--- src/trmbb_pkg.sv ---
`default_nettype none
package trmbb_pkg;

  // Default store sizes
  localparam int GLYPH_COUNT_DEF = 256;
  localparam int CELL_COUNT_DEF  = 768;

  // Tile geometry: 8 rows of 8 pixels, row r in bits 8r+7..8r
  localparam int TILE_W = 64;

  // Item fields
  localparam int GIDX_W = 8;
  localparam int MODE_W = 7;
  localparam int CIDX_W = 10;

  // Operation codes
  localparam logic OP_LOAD = 1'b0;
  localparam logic OP_DRAW = 1'b1;

  // Draw mode bit positions
  localparam int MODE_MERGE_LO = 2;
  localparam int MODE_ROT_LO   = 4;
  localparam int MODE_MIRROR   = 6;

  typedef enum logic [1:0] {
    ROT_0   = 2'd0,
    ROT_90  = 2'd1,
    ROT_180 = 2'd2,
    ROT_270 = 2'd3
  } rot_t;

  typedef enum logic [1:0] {
    MERGE_REPLACE = 2'd0,
    MERGE_OR      = 2'd1,
    MERGE_AND     = 2'd2,
    MERGE_XOR     = 2'd3
  } merge_t;

  // Controller to datapath
  typedef struct packed {
    logic clear_wr;  // write zero at the clear pointer
    logic accept;    // input transfer this cycle
    logic commit;    // write back the merged cell and load the result
  } trmbb_cmd_t;

  // Datapath to controller
  typedef struct packed {
    logic clear_last;  // clear pointer at the last cell
    logic out_free;    // result register can take a new result
  } trmbb_status_t;

  // Rotate a tile; pure wiring
  function automatic logic [TILE_W-1:0] rotate_tile(logic [TILE_W-1:0] g, rot_t rot);
    logic [TILE_W-1:0] t;
    t = '0;
    for (int i = 0; i < 8; i++) begin
      for (int j = 0; j < 8; j++) begin
        unique case (rot)
          ROT_0:   t[i*8 + j]             = g[i*8 + j];
          ROT_90:  t[(7-i)*8 + j]         = g[j*8 + i];
          ROT_180: t[(7-i)*8 + (7-j)]     = g[i*8 + j];
          ROT_270: t[i*8 + (7-j)]         = g[j*8 + i];
          default: t[i*8 + j]             = g[i*8 + j];
        endcase
      end
    end
    return t;
  endfunction

  // Bit-reverse every row
  function automatic logic [TILE_W-1:0] mirror_rows(logic [TILE_W-1:0] g);
    logic [TILE_W-1:0] t;
    t = '0;
    for (int i = 0; i < 8; i++) begin
      for (int j = 0; j < 8; j++) begin
        t[i*8 + (7-j)] = g[i*8 + j];
      end
    end
    return t;
  endfunction

endpackage
`default_nettype wire

--- src/trmbb_ctrl.sv ---
`default_nettype none
module trmbb_ctrl
  import trmbb_pkg::*;
(
  input  wire logic          clk,
  input  wire logic          rst,
  input  wire logic          item_valid,
  input  wire logic          item_op,
  output logic               item_ready,
  input  wire trmbb_status_t status,
  output trmbb_cmd_t         cmd
);

  typedef enum logic [2:0] {
    ST_CLEAR = 3'b001,
    ST_IDLE  = 3'b010,
    ST_MERGE = 3'b100
  } state_t;

  state_t state;
  state_t state_next;

  // Take items only between draws
  assign item_ready   = (state == ST_IDLE);
  assign cmd.accept   = item_ready && item_valid;
  assign cmd.clear_wr = (state == ST_CLEAR);
  assign cmd.commit   = (state == ST_MERGE) && status.out_free;

  // Next state
  always_comb begin
    state_next = state;
    unique case (state)
      ST_CLEAR: begin
        if (status.clear_last) state_next = ST_IDLE;
      end
      ST_IDLE: begin
        if (cmd.accept && item_op == OP_DRAW) state_next = ST_MERGE;
      end
      ST_MERGE: begin
        if (status.out_free) state_next = ST_IDLE;
      end
      default: state_next = ST_CLEAR;
    endcase
  end

  always_ff @(posedge clk) begin
    if (rst) begin
      state <= ST_CLEAR;
    end else begin
      state <= state_next;
    end
  end

endmodule
`default_nettype wire

--- config.mk ---
export PLATFORM = sky130hd
export DESIGN_NAME = trmbb_ctrl
export DESIGN_NICKNAME = d
export VERILOG_FILES = /design/src/trmbb_pkg.sv /design/src/trmbb_ctrl.sv
export SDC_FILE = /design/constraint.sdc
export NUM_CORES = 1
export LEC_CHECK = 0
export ABC_AREA = 1
export BUFFER_PORTS_ARGS = -buffer_cell sky130_fd_sc_hd__clkbuf_2
export CORE_AREA = 4 4 41 43
export CTS_CLUSTER_SIZE = 25
export DETAILED_ROUTE_END_ITERATION = 10
export DIE_AREA = 0 0 45 47
export PLACE_DENSITY = 0.3
export SETUP_SLACK_MARGIN = 0.3
export SYNTH_ARGS = -nofsm -noshare
export SYNTH_HDL_FRONTEND = slang
export SYNTH_SLANG_ARGS = --single-unit
--- constraint.sdc ---
create_clock -name clk -period 1.4 [get_ports clk]
set_input_delay 0.28 -clock clk [delete_from_list [all_inputs] [get_ports clk]]
set_output_delay 0.28 -clock clk [all_outputs]
set_load 0.005 [all_outputs]
==> impl_metrics.env <==
export IMPL_outcome="complete, no violations"
export IMPL_num_rows=13
export IMPL_grt_pass1_vias=208
export IMPL_viasPerCell=3.72
export IMPL_largest_register_ffs=3
export IMPL_ys_types=11
export IMPL_start_util_pct=14.8
export IMPL_finalHoldViolations=0
export IMPL_ff_latch_area_sq_um=68.8
export IMPL_setup_tns_final_ns=0
export IMPL_nets=56
export IMPL_max_cap_violations=0
export IMPL_r2r_cells=5
export IMPL_yosysSeqAreaShare_pct=31.2
export IMPL_powerDensity_nw_per_um2=1130
export IMPL_top_register="state"
export IMPL_setup_violations=0
export IMPL_fmax_mhz=804
export IMPL_drive_above_1_share_pct=55.1
export IMPL_die_h_microns=47
export IMPL_numPortBuffers=9
export IMPL_finalCritPeriodShare_pct=88.9
export IMPL_drt_iter0_markers=1
export IMPL_synthArstFlopShare_pct=0
export IMPL_multi_input_area_sq_um=113
export IMPL_gp_congestion=0.691
export IMPL_synth_commonest_cells="inv_1 (9), nor2_1 (6), nand3_1 (5)"
export IMPL_cts_buffers_inserted=3
export IMPL_yosysMostFrequentCell="inv_1"
export IMPL_dpl_hpwl_microns=405
export IMPL_grt_pass1_wl_microns=800
export IMPL_rsz0062_at_grt="true"
export IMPL_h_tree_depth=1
export IMPL_finalCriticalPeriod_ns=1.24
export IMPL_crit_fanout=4
export IMPL_synth_seq_cells=3
export IMPL_holdBufCountCts=0
export IMPL_cp_arrival_ns=0.96
export IMPL_syn_to_final_growth_pct=78.6
export IMPL_holdPathStages=2
export IMPL_synth_top_cell_by_area="dfxtp_1"
export IMPL_antenna_cells=0
export IMPL_placedCellCount=56
export IMPL_finalNonFillerCells=64
export IMPL_setup_ws_ns=0.156
export IMPL_ys_top_cells_by_area="dfxtp_1 (31%), inv_1 (18%), nand3_1 (13%)"
export IMPL_fill_cells=162
export IMPL_fin_skew_ns=0.000947
export IMPL_critPathKind="register to output port"
export IMPL_largest_registers="state x3"
export IMPL_finalWirelength_microns=557
export IMPL_leakagePower_nw=0.193
export IMPL_drv_slew=0
export IMPL_required_ns=1.12
export IMPL_dieArea_sq_um=2120
export IMPL_worstHoldPathType="input pin to register"
export IMPL_end_kind="output port"
export IMPL_clock_path_buffers=2
export IMPL_final_util_pct=26.4
export IMPL_post_route_drc_count=0
export IMPL_pin_count=10
export IMPL_grt_max_degree=5
export IMPL_clkLatencyLatePin_ns=0.23
export IMPL_synth_cells=32
export IMPL_clk_pin_slew_ns=0.04
export IMPL_relSlewSlack_pct=91.8
export IMPL_clockRootBuffer="clkbuf_4"
export IMPL_antenna_found_initial=0
export IMPL_grt_overflow=0
export IMPL_via_count=238
export IMPL_coreArea_sq_um=1300
export IMPL_die_width_microns=45
export IMPL_ant_nets=0
export IMPL_synth_top_area_share_pct=31.2
export IMPL_synth_enable_flop_cells=0
export IMPL_cts_tree="done"
export IMPL_grt_total_usage_pct=5.60
export IMPL_ys_warn_count=0
export IMPL_synth_main_ff_cell="dfxtp_1"
export IMPL_clock_sinks=3
export IMPL_dpl_worst_slack_ns=0.358
export IMPL_peakVddDrop_v=0.000626
export IMPL_detail_route_first_pass_iterations=4
export IMPL_postSynthAreaPerCell_sq_um=6.02
export IMPL_syn_nets=38
export IMPL_netlist_area_sq_um=193
export IMPL_wl_per_cell_microns=8.70
export IMPL_critical_path_startpoint_type="register"
export IMPL_worstMarginPinSlew_ns=0.123
-- cells in the final DEF, fill, tap and decap left out --
| cell type | count |
|---|---|
| nor2_1 | 6 |
| nand3_2 | 1 |
| nor2_4 | 1 |
| clkbuf_1 | 1 |
| inv_4 | 2 |
| buf_2 | 1 |
| nand3_1 | 4 |
| inv_1 | 6 |
| a21oi_1 | 1 |
| clkbuf_4 | 3 |
| nand2_2 | 1 |
| nand3_4 | 1 |
| clkbuf_2 | 8 |
| dfxtp_4 | 2 |
| inv_2 | 2 |
| buf_4 | 4 |
| dfxtp_2 | 1 |
| nand2_1 | 2 |
| nand4_1 | 2 |
-- metal layers --
metal	vias up	wire, microns	GRT usage, %
met2	6	297	9.32
li1	131	-	-
met4	0	0	3.51
met5	-	0	0
met3	0	41	3.83
met1	101	218	4.98
-- power by group --
part           leakage [nW]  internal [mW]  switching, mW
clock network        0.0150          0.107         0.0438
registers            0.0259          0.103         0.0236
logic                 0.152         0.0543         0.0563
-- path summary, 6_finish.rpt --
path,start,end,slack [ns]
worst max-delay path,state[0],cmd[0],0.16
worst min-delay path,rst,state[2],0.21
worst max register to register,state[0],state[0],0.47
worst min register to register,state[2],state[2],0.54
-- timing repair --
item	CTS	global route
resized for setup	10	4
setup endpoints to repair	4	4
buffers inserted	3	1
pin swaps	3	2
-- layout make-up --
class                   instances  share of cell area, %
clock buffers                   4                   7.64
inverters                      10                   12.4
multi-input cells              19                   32.7
flip-flops and latches          3                   20.0
well taps                      15                   5.45
repair buffers                 13                   21.8
-- cell families (layout without fill, tap and decap cells) --
kind of cell	after synthesis	in the layout	synth area share, %
DFF	3	3	31.2
and+or+nand+nor	18	18	46.8
buffers and inverters	10	27	19.5
AOI/OAI and AO/OA	1	1	2.59
-- metrics by stage --
step / cell area [sq um] / hold slack, ns / power [mW]
after floorplan: 193 / 0.349 / 0.167
after global placement: 256 / 0.455 / 0.200
after detailed placement: 256 / 0.462 / 0.199
after CTS: 332 / 0.209 / 0.388
after global routing: 344 / 0.201 / 0.422
final: 344 / 0.213 / 0.387
-- worst max-delay path, stage by stage, from the launching register on --
cell and delay (ns):
dfxtp_4 0.36, nor2_4 0.12, nand2_2 0.07, nor2_1 0.08
buf_2 0.11
No activity file was read; power rests on OpenSTA's default activity.
